===== config.mk =====
export PLATFORM = sky130hd
export DESIGN_NAME = mac_header_parser_unit_flat
export DESIGN_NICKNAME = d
export VERILOG_FILES = /design/src/sv/mhp_pkg.sv /design/src/sv/mhp_rx_if.sv /design/src/sv/mhp_res_if.sv /design/src/sv/mac_header_parser_unit.sv /design/src/flat_wrapper.sv
export SDC_FILE = /design/constraint.sdc
export NUM_CORES = 1
export LEC_CHECK = 0
export ABC_AREA = 1
export BUFFER_PORTS_ARGS = -buffer_cell sky130_fd_sc_hd__buf_2
export CORE_AREA = 8 8 170 172
export CTS_CLUSTER_SIZE = 40
export DETAILED_ROUTE_END_ITERATION = 8
export DIE_AREA = 0 0 178 180
export HOLD_SLACK_MARGIN = 0.15
export PLACE_DENSITY = 0.82
export REMOVE_ABC_BUFFERS = 1
export SYNTH_ARGS = -nofsm -noshare
export SYNTH_HDL_FRONTEND = slang
export SYNTH_SLANG_ARGS = --single-unit

===== constraint.sdc =====
create_clock -name clk -period 12.7 [get_ports clk]
set_clock_uncertainty 0.05 [all_clocks]
set_input_delay 1.905 -clock clk [delete_from_list [all_inputs] [get_ports clk]]
set_output_delay 1.905 -clock clk [all_outputs]
set_load 0.02 [all_outputs]

===== src/sv/mhp_pkg.sv =====
// Shared types, constants and decode functions for the MAC header parser.
package mhp_pkg;

    // Result status codes.
    typedef enum logic [1:0] {
        ST_OK         = 2'd0,
        ST_TRUNCATED  = 2'd1,
        ST_RSVD_MODE  = 2'd2,
        ST_IE_VERSION = 2'd3
    } status_t;

    // Address kinds as reported on the result.
    typedef enum logic [1:0] {
        MODE_NONE  = 2'd0,
        MODE_SHORT = 2'd1,
        MODE_EXT   = 2'd2,
        MODE_RSVD  = 2'd3
    } mode_kind_t;

    // Address mode codes as they appear in the frame-control word.
    localparam logic [1:0] CODE_NONE  = 2'd0;
    localparam logic [1:0] CODE_SHORT = 2'd2;
    localparam logic [1:0] CODE_EXT   = 2'd3;

    // Header layout.
    localparam int          POS_W         = 5;
    localparam logic [4:0]  POS_CTL_LO    = 5'd0;
    localparam logic [4:0]  POS_CTL_HI    = 5'd1;
    localparam logic [4:0]  POS_SEQ       = 5'd2;
    localparam logic [4:0]  POS_PAN_LO    = 5'd3;
    localparam logic [4:0]  POS_PAN_HI    = 5'd4;
    localparam logic [4:0]  POS_ADDR      = 5'd5;
    localparam logic [4:0]  MIN_OK_LENGTH = 5'd2;
    localparam logic [1:0]  VERSION_RESET = 2'd2;

    // Map a control-word mode code to the reported address kind.
    function automatic mode_kind_t decode_mode(input logic [1:0] code);
        mode_kind_t kind;
        unique case (code)
            CODE_NONE:  kind = MODE_NONE;
            CODE_SHORT: kind = MODE_SHORT;
            CODE_EXT:   kind = MODE_EXT;
            default:    kind = MODE_RSVD;
        endcase
        return kind;
    endfunction

    // Number of address bytes that an address kind occupies.
    function automatic logic [3:0] mode_bytes(input mode_kind_t kind);
        logic [3:0] n;
        unique case (kind)
            MODE_SHORT: n = 4'd2;
            MODE_EXT:   n = 4'd8;
            default:    n = 4'd0;
        endcase
        return n;
    endfunction

endpackage


===== src/sv/mhp_rx_if.sv =====
// Valid/ready channel carrying received frame bytes.
interface mhp_rx_if;
    logic       valid;
    logic       ready;
    logic [7:0] rx_byte;
    logic       last;

    modport source (output valid, output rx_byte, output last, input ready);
    modport sink   (input valid, input rx_byte, input last, output ready);
endinterface


===== src/sv/mhp_res_if.sv =====
// Valid/ready channel carrying parsed header results.
interface mhp_res_if;
    logic        valid;
    logic        ready;
    logic [1:0]  status;
    logic [2:0]  frame_type;
    logic [4:0]  flag_bits;
    logic [1:0]  version;
    logic [1:0]  dest_mode;
    logic [1:0]  src_mode;
    logic [7:0]  seq_number;
    logic [15:0] pan_id;
    logic [63:0] dest_address;
    logic [63:0] src_address;
    logic [4:0]  parsed_length;

    modport source (
        output valid, output status, output frame_type, output flag_bits,
        output version, output dest_mode, output src_mode, output seq_number,
        output pan_id, output dest_address, output src_address,
        output parsed_length, input ready
    );
    modport sink (
        input valid, input status, input frame_type, input flag_bits,
        input version, input dest_mode, input src_mode, input seq_number,
        input pan_id, input dest_address, input src_address,
        input parsed_length, output ready
    );
endinterface


===== src/sv/mac_header_parser_unit.sv =====
// Top level of the MAC header parser: byte-wise header parse and result register.
// The parser takes one frame byte per cycle and gives exactly one result per
// frame: when the header (control, sequence number, PAN id and the addresses
// its modes select) is complete, when the control word shows a reserved
// address mode or an IE list with an unexpected frame version, or when the
// last mark arrives early. A result appears in the cycle after the byte that
// completes it and sits in a single output register; rx.ready is low only
// while that register holds a result that has not been taken, so with a
// ready sink the parser sustains one byte per clock. Bytes after a result
// are dropped until the frame's last mark. expected_frame_version resets to 2
// and may be written through cfg_we/cfg_wdata while no frame is in progress.
module mac_header_parser_unit
    import mhp_pkg::*;
(
    input  logic       clk,
    input  logic       rst_n,
    input  logic       cfg_we,
    input  logic [1:0] cfg_wdata,
    mhp_rx_if.sink     rx,
    mhp_res_if.source  res
);

    // Parse state.
    logic [POS_W-1:0] pos_reg, pos_next;
    logic [15:0]      cw_reg, cw_next;
    logic [7:0]       seq_reg, seq_next;
    logic [15:0]      pan_reg, pan_next;
    logic [63:0]      dest_reg, dest_next;
    logic [63:0]      src_reg, src_next;
    logic             finished_reg, finished_next;
    logic [1:0]       exp_version_reg;

    // Result register.
    logic             res_valid_reg, res_valid_next;
    status_t          status_reg;
    logic [15:0]      res_cw_reg;
    logic [7:0]       res_seq_reg;
    logic [15:0]      res_pan_reg;
    logic [63:0]      res_dest_reg;
    logic [63:0]      res_src_reg;
    logic [4:0]       res_len_reg;

    // Combinational parse of the incoming byte.
    logic             accept;
    logic             first;
    logic [15:0]      cw_base;
    logic [63:0]      dest_base, src_base;
    logic [3:0]       dlen_old, slen_old, dlen_new, slen_new;
    logic [5:0]       dest_end, src_end;
    logic [4:0]       dest_off, src_off;
    logic [4:0]       used;
    logic [4:0]       total;
    mode_kind_t       dk_new, sk_new;
    logic             emit;
    status_t          emit_status;

    assign rx.ready = !res_valid_reg || res.ready;
    assign accept   = rx.valid && rx.ready;

    // Field capture and result decision for one byte.
    always_comb
    begin
        first     = (pos_reg == POS_CTL_LO);
        cw_base   = first ? 16'd0 : cw_reg;
        dest_base = first ? 64'd0 : dest_reg;
        src_base  = first ? 64'd0 : src_reg;
        cw_next   = cw_base;
        seq_next  = first ? 8'd0 : seq_reg;
        pan_next  = first ? 16'd0 : pan_reg;
        dest_next = dest_base;
        src_next  = src_base;

        dlen_old = mode_bytes(decode_mode(cw_base[11:10]));
        slen_old = mode_bytes(decode_mode(cw_base[15:14]));
        dest_end = 6'(POS_ADDR) + 6'(dlen_old);
        src_end  = dest_end + 6'(slen_old);
        dest_off = pos_reg - POS_ADDR;
        src_off  = pos_reg - POS_ADDR - 5'(dlen_old);

        // Place the byte into the field that owns this position.
        priority if (pos_reg == POS_CTL_LO)
        begin
            cw_next = {8'd0, rx.rx_byte};
        end
        else if (pos_reg == POS_CTL_HI)
        begin
            cw_next = {rx.rx_byte, cw_base[7:0]};
        end
        else if (pos_reg == POS_SEQ)
        begin
            seq_next = rx.rx_byte;
        end
        else if (pos_reg == POS_PAN_LO)
        begin
            pan_next = {8'd0, rx.rx_byte};
        end
        else if (pos_reg == POS_PAN_HI)
        begin
            pan_next = {rx.rx_byte, pan_reg[7:0]};
        end
        else if (6'(pos_reg) < dest_end)
        begin
            for (int i = 0; i < 8; i++)
            begin
                if (dest_off[2:0] == 3'(i))
                begin
                    dest_next[8*i +: 8] = dest_base[8*i +: 8] | rx.rx_byte;
                end
            end
        end
        else if (6'(pos_reg) < src_end)
        begin
            for (int i = 0; i < 8; i++)
            begin
                if (src_off[2:0] == 3'(i))
                begin
                    src_next[8*i +: 8] = src_base[8*i +: 8] | rx.rx_byte;
                end
            end
        end
        else
        begin
            // Bytes past the address fields are not stored.
            dest_next = dest_base;
        end

        used     = pos_reg + 5'd1;
        dk_new   = decode_mode(cw_next[11:10]);
        sk_new   = decode_mode(cw_next[15:14]);
        dlen_new = mode_bytes(dk_new);
        slen_new = mode_bytes(sk_new);
        total    = POS_ADDR + 5'(dlen_new) + 5'(slen_new);

        // Control-word errors first, then completion, then early end.
        emit        = 1'b1;
        emit_status = ST_OK;
        priority if (pos_reg == POS_CTL_HI && cw_next[9] &&
                     cw_next[13:12] != exp_version_reg)
        begin
            emit_status = ST_IE_VERSION;
        end
        else if (pos_reg == POS_CTL_HI && (dk_new == MODE_RSVD || sk_new == MODE_RSVD))
        begin
            emit_status = ST_RSVD_MODE;
        end
        else if (used >= MIN_OK_LENGTH && used >= total)
        begin
            emit_status = ST_OK;
        end
        else if (rx.last)
        begin
            emit_status = ST_TRUNCATED;
        end
        else
        begin
            emit = 1'b0;
        end

        // Position and end-of-header tracking.
        pos_next      = pos_reg;
        finished_next = finished_reg;
        if (accept)
        begin
            if (finished_reg)
            begin
                if (rx.last)
                begin
                    finished_next = 1'b0;
                    pos_next      = POS_CTL_LO;
                end
            end
            else if (emit && rx.last)
            begin
                finished_next = 1'b0;
                pos_next      = POS_CTL_LO;
            end
            else
            begin
                finished_next = emit;
                pos_next      = used;
            end
        end

        res_valid_next = (accept && !finished_reg && emit) ||
                         (res_valid_reg && !res.ready);
    end

    // Control state.
    always_ff @(posedge clk or negedge rst_n)
    begin
        if (!rst_n)
        begin
            pos_reg         <= POS_CTL_LO;
            finished_reg    <= 1'b0;
            res_valid_reg   <= 1'b0;
            exp_version_reg <= VERSION_RESET;
            cw_reg          <= 16'd0;
            seq_reg         <= 8'd0;
            pan_reg         <= 16'd0;
            dest_reg        <= 64'd0;
            src_reg         <= 64'd0;
        end
        else
        begin
            pos_reg       <= pos_next;
            finished_reg  <= finished_next;
            res_valid_reg <= res_valid_next;
            if (cfg_we)
            begin
                exp_version_reg <= cfg_wdata;
            end
            if (accept && !finished_reg)
            begin
                cw_reg   <= cw_next;
                seq_reg  <= seq_next;
                pan_reg  <= pan_next;
                dest_reg <= dest_next;
                src_reg  <= src_next;
            end
        end
    end

    // Result payload, loaded when a transaction produces a result.
    always_ff @(posedge clk)
    begin
        if (accept && !finished_reg && emit)
        begin
            status_reg   <= emit_status;
            res_cw_reg   <= cw_next;
            res_seq_reg  <= seq_next;
            res_pan_reg  <= pan_next;
            res_dest_reg <= dest_next;
            res_src_reg  <= src_next;
            res_len_reg  <= used;
        end
    end

    // Decode the captured control word onto the result fields.
    mode_kind_t res_dk, res_sk;
    assign res_dk = decode_mode(res_cw_reg[11:10]);
    assign res_sk = decode_mode(res_cw_reg[15:14]);

    assign res.valid         = res_valid_reg;
    assign res.status        = status_reg;
    assign res.frame_type    = res_cw_reg[2:0];
    assign res.flag_bits     = {res_cw_reg[9], res_cw_reg[6:3]};
    assign res.version       = res_cw_reg[13:12];
    assign res.dest_mode     = (res_dk == MODE_RSVD) ? MODE_NONE : res_dk;
    assign res.src_mode      = (res_sk == MODE_RSVD) ? MODE_NONE : res_sk;
    assign res.seq_number    = res_seq_reg;
    assign res.pan_id        = res_pan_reg;
    assign res.dest_address  = res_dest_reg;
    assign res.src_address   = res_src_reg;
    assign res.parsed_length = res_len_reg;

endmodule


===== src/flat_wrapper.sv =====
// flat-port wrapper written by rule: the top's interface ports become plain ports
module mac_header_parser_unit_flat import mhp_pkg::*;
  (clk, rst_n, cfg_we, cfg_wdata, rx_valid, rx_rx_byte, rx_last, rx_ready, res_valid, res_status, res_frame_type, res_flag_bits, res_version, res_dest_mode, res_src_mode, res_seq_number, res_pan_id, res_dest_address, res_src_address, res_parsed_length, res_ready);
  mhp_rx_if rx_i ();
  mhp_res_if res_i ();
  input  logic clk;
  input  logic rst_n;
  input  logic cfg_we;
  input  logic [1:0] cfg_wdata;
  input wire logic [$bits(rx_i.valid)-1:0] rx_valid;
  input wire logic [$bits(rx_i.rx_byte)-1:0] rx_rx_byte;
  input wire logic [$bits(rx_i.last)-1:0] rx_last;
  output wire logic [$bits(rx_i.ready)-1:0] rx_ready;
  output wire logic [$bits(res_i.valid)-1:0] res_valid;
  output wire logic [$bits(res_i.status)-1:0] res_status;
  output wire logic [$bits(res_i.frame_type)-1:0] res_frame_type;
  output wire logic [$bits(res_i.flag_bits)-1:0] res_flag_bits;
  output wire logic [$bits(res_i.version)-1:0] res_version;
  output wire logic [$bits(res_i.dest_mode)-1:0] res_dest_mode;
  output wire logic [$bits(res_i.src_mode)-1:0] res_src_mode;
  output wire logic [$bits(res_i.seq_number)-1:0] res_seq_number;
  output wire logic [$bits(res_i.pan_id)-1:0] res_pan_id;
  output wire logic [$bits(res_i.dest_address)-1:0] res_dest_address;
  output wire logic [$bits(res_i.src_address)-1:0] res_src_address;
  output wire logic [$bits(res_i.parsed_length)-1:0] res_parsed_length;
  input wire logic [$bits(res_i.ready)-1:0] res_ready;
  assign rx_i.valid = rx_valid;
  assign rx_i.rx_byte = rx_rx_byte;
  assign rx_i.last = rx_last;
  assign rx_ready = rx_i.ready;
  assign res_valid = res_i.valid;
  assign res_status = res_i.status;
  assign res_frame_type = res_i.frame_type;
  assign res_flag_bits = res_i.flag_bits;
  assign res_version = res_i.version;
  assign res_dest_mode = res_i.dest_mode;
  assign res_src_mode = res_i.src_mode;
  assign res_seq_number = res_i.seq_number;
  assign res_pan_id = res_i.pan_id;
  assign res_dest_address = res_i.dest_address;
  assign res_src_address = res_i.src_address;
  assign res_parsed_length = res_i.parsed_length;
  assign res_i.ready = res_ready;
  mac_header_parser_unit u_core (.clk(clk), .rst_n(rst_n), .cfg_we(cfg_we), .cfg_wdata(cfg_wdata), .rx(rx_i), .res(res_i));
endmodule

==> flow_summary.yaml <==
placement:
  numPortBuffers: 190
  hpwl_um: 23700
  dpl_cell_area_um2: 16200
  placed_cells: 1996
  place_congestion: 0.863
die:
  fp.dieW_um: 178
  die_h_um: 180
  io_pins: 191
  start_util_pct: 56.9
  core_region_area_um2: 26400
  row_count: 60
  dieArea_um2: 32000
power_and_ir_drop:
  power.total_mw: 3.07
  powerDensity_nw_per_um2: 177
  vdd_drop_max_mv: 0.111
  leakagePower_nw: 7.26
global_route:
  grt_pass1_wl_um: 57500
  grt_pass1_vias: 11043
  gr-total-overflow: 0
  grt_usage_pct: 22.2
  antenna_found_initial: 0
  grt_max_degree: 130
yosys:
  synth_flop_cell: "dfrtp_1"
  seq_area_frac_synth_pct: 63.8
  synth_edf_count: 173
  synth_seq_cells: 348
  netlist_area_um2: 15000
  async_flop_share_pct: 50.3
  syn-instance-count: 1530
  yosysWarnings: 0
  synth.distinct_cells: 33
  syn_avg_cell_area_um2: 9.81
final_layout:
  stdcell_count: 2061
  fin_nets: 1730
  n_fill_cell: 2027
  n_antenna_cell: 0
  final_area_um2: 17300
  areaGrowthSynthToFinish_pct: 15.4
  drive_gt1_share_pct: 19.0
routing:
  wl_um: 36100
  dr.pass1.iters: 5
  wl_per_cell_um: 17.5
  ant_nets: 0
  dr_total_vias: 11067
  route.detailed.drc: 0
  vias_per_cell: 5.37
  drt-initial-drc-count: 951
cts:
  cts_buffer_depth: 3
  cts_buffers: 36
  postCtsHoldBufs: 0
  clk_pin_slew_ps: 60
  postCtsResizedCells: 0
  post_cts_buffers: 0
  htreeDepth: 2
  root_buffer: "clkbuf_16"
  clk_latency_ps: 510
  cts_tree: "yes"
  cts_sinks: 348
worst_setup_path:
  crit_arrival_ps: 6230
  worstPathMaxFanout: 89
  required_ps: 12770
  critPathLaunchType: "flip-flop"
  reg2reg_from: "u_core.pos_reg[0]$_DFFE_PN0P_"
  critPathCaptureType: "flip-flop"
  timing.rr.end: "u_core.res.dest_address[33]$_DFFE_PP_"
  critPathKind: "flip-flop to flip-flop"
  ff2ff_path_depth: 20
  r2r_slack_ps: 6540
min_path:
  hold_class: "flip-flop to flip-flop"
  holdPathEnd: "u_core.pan_reg[2]$_DFFE_PN0P_"
  min_path_cells: 2
  hp-start: "u_core.pan_reg[2]$_DFFE_PN0P_"
timing:
  setup_tns_ps: 0
  fmax_mhz: 162
  rsz0062_at_grt: "false"
  period_needed_ps: 6160
  worstMarginPinSlew_ps: 1170
  finalCritPeriodShare_pct: 48.5
  hold_viol_final: 0
  slew_viol_final: 0
  max-slew-margin-rel_pct: 21.8
  setup_viol: 0
run_status:
  outcome: "complete, no violations"
flow_run:
  drv_cap: 0
==> synthesized netlist by cell type, types with 11 or more instances <==
| cell | count | area share, % |
|---|---|---|
| edfxtp_1 | 173 | 35 |
| clkbuf_1 | 48 | 1.2 |
| a21oi_1 | 120 | 4.0 |
| a21oi_2 | 33 | 1.9 |
| nor2_1 | 27 | 0.68 |
| inv_1 | 210 | 5.3 |
| o21ai_1 | 11 | 0.37 |
| buf_1 | 15 | 0.38 |
| dfrtp_1 | 174 | 29 |
| o21ai_0 | 143 | 4.8 |
| nor2_4 | 11 | 0.83 |
| nand2_1 | 454 | 11 |
| nand3_1 | 32 | 1.1 |
| ha_1 | 20 | 1.7 |
==> cells in the final DEF, fill, tap and decap left out, types with 3 or more instances in the layout <==
master	synthesis	final
a21oi_1	120	120
a21oi_2	33	33
buf_2	2	189
buf_4	10	11
bufinv_16	0	3
clkbuf_1	48	7
clkbuf_16	0	36
clkbuf_8	0	4
clkinv_2	0	11
clkinvlp_4	0	3
dfrtp_1	174	174
edfxtp_1	173	173
ha_1	20	20
inv_1	210	209
inv_2	3	3
nand2_1	454	454
nand3_1	32	32
nand4_1	4	4
nor2_1	27	25
nor2_2	10	10
nor2_4	11	13
nor3_1	10	10
o21ai_0	143	143
o21ai_1	11	11
o22ai_1	4	4
==> logic make-up (layout without fill, tap and decap cells) <==
| logic type | Yosys count | after routing | synth area share (%) |
|---|---|---|---|
| and+or+nand+nor | 553 | 553 | 15.2 |
| adders and majority gates | 21 | 21 | 1.80 |
| xor gates and xnor gates | 3 | 3 | 0.175 |
| buffers and inverters | 289 | 479 | 7.55 |
| AOI/OAI and AO/OA | 316 | 316 | 11.5 |
| DFF | 348 | 348 | 63.8 |
==> where the power goes <==
group | total [mW] | leakage, nW | switching [mW] | internal [mW]
clock | 1.03 | 0.571 | 0.428 | 0.605
combinational | 0.691 | 2.63 | 0.545 | 0.145
sequential | 1.35 | 4.06 | 0.0421 | 1.31
total | 3.07 | 7.26 | 1.02 | 2.06
==> worst max-delay path, stage by stage, from the launching register on <==
cell,delay (ps)
dfrtp_1,530
inv_1,300
ha_1,210
inv_1,60
nor2_1,110
nand2_1,60
buf_4,260
inv_4,650
nor3_1,200
ha_1,310
xnor2_1,150
ha_1,280
nand2_1,50
inv_1,70
nand4_1,90
nand3_1,90
nand2_1,60
nand4_1,80
nand2_1,120
nor2_4,840
buf_4,970
==> per-stage QoR <==
step                util [%]  worst slack (ps)  hold slack, ps
finish                  65.7              6540             433
global route            65.7              6050             448
CTS                     65.7              6550             432
detailed placement      61.3              6200             415
global placement        61.3              6410             411
floorplan                  -             -1660             399
==> worst max path at each step <==
stage	start	endpoint	slack (ps)	cells after the start
5_1_grt	u_core.pos_reg[0]$_DFFE_PN0P_	u_core.res.dest_address[1]$_DFFE_PP_	6050	20
4_1_cts	u_core.pos_reg[0]$_DFFE_PN0P_	u_core.res.pan_id[8]$_DFFE_PP_	6550	20
3_3_place_gp	rx_rx_byte[6]	u_core.res.src_address[50]$_DFFE_PP_	6410	17
3_5_place_dp	rx_rx_byte[6]	u_core.res.src_address[50]$_DFFE_PP_	6200	17
6_report	u_core.pos_reg[0]$_DFFE_PN0P_	u_core.res.dest_address[33]$_DFFE_PP_	6540	20
2_1_floorplan	res_ready	u_core.cw_reg[10]$_DFFE_PN0P_	-1660	6
==> routing by layer <==
metal / global-route usage (%) / up-vias / part of all wire (%)
met4: 7.54 / 0 / 2.8
met3: 4.86 / 79 / 8.2
met2: 34.7 / 412 / 47
met5: 0 / - / 0
li1: - / 5244 / -
met1: 30.5 / 5332 / 42
==> layout make-up <==
class	instances	area (um^2)	share of cell area [%]
Multi-Input combinational cell	893	4310	24.9
Tap cell	341	427	2.46
Timing Repair Buffer	201	1040	6.02
Clock inverter	19	193	1.11
Inverter	213	802	4.63
Clock buffer	46	968	5.59
Sequential cell	348	9580	55.3
Note: power is estimated with default switching activity, not from simulation.
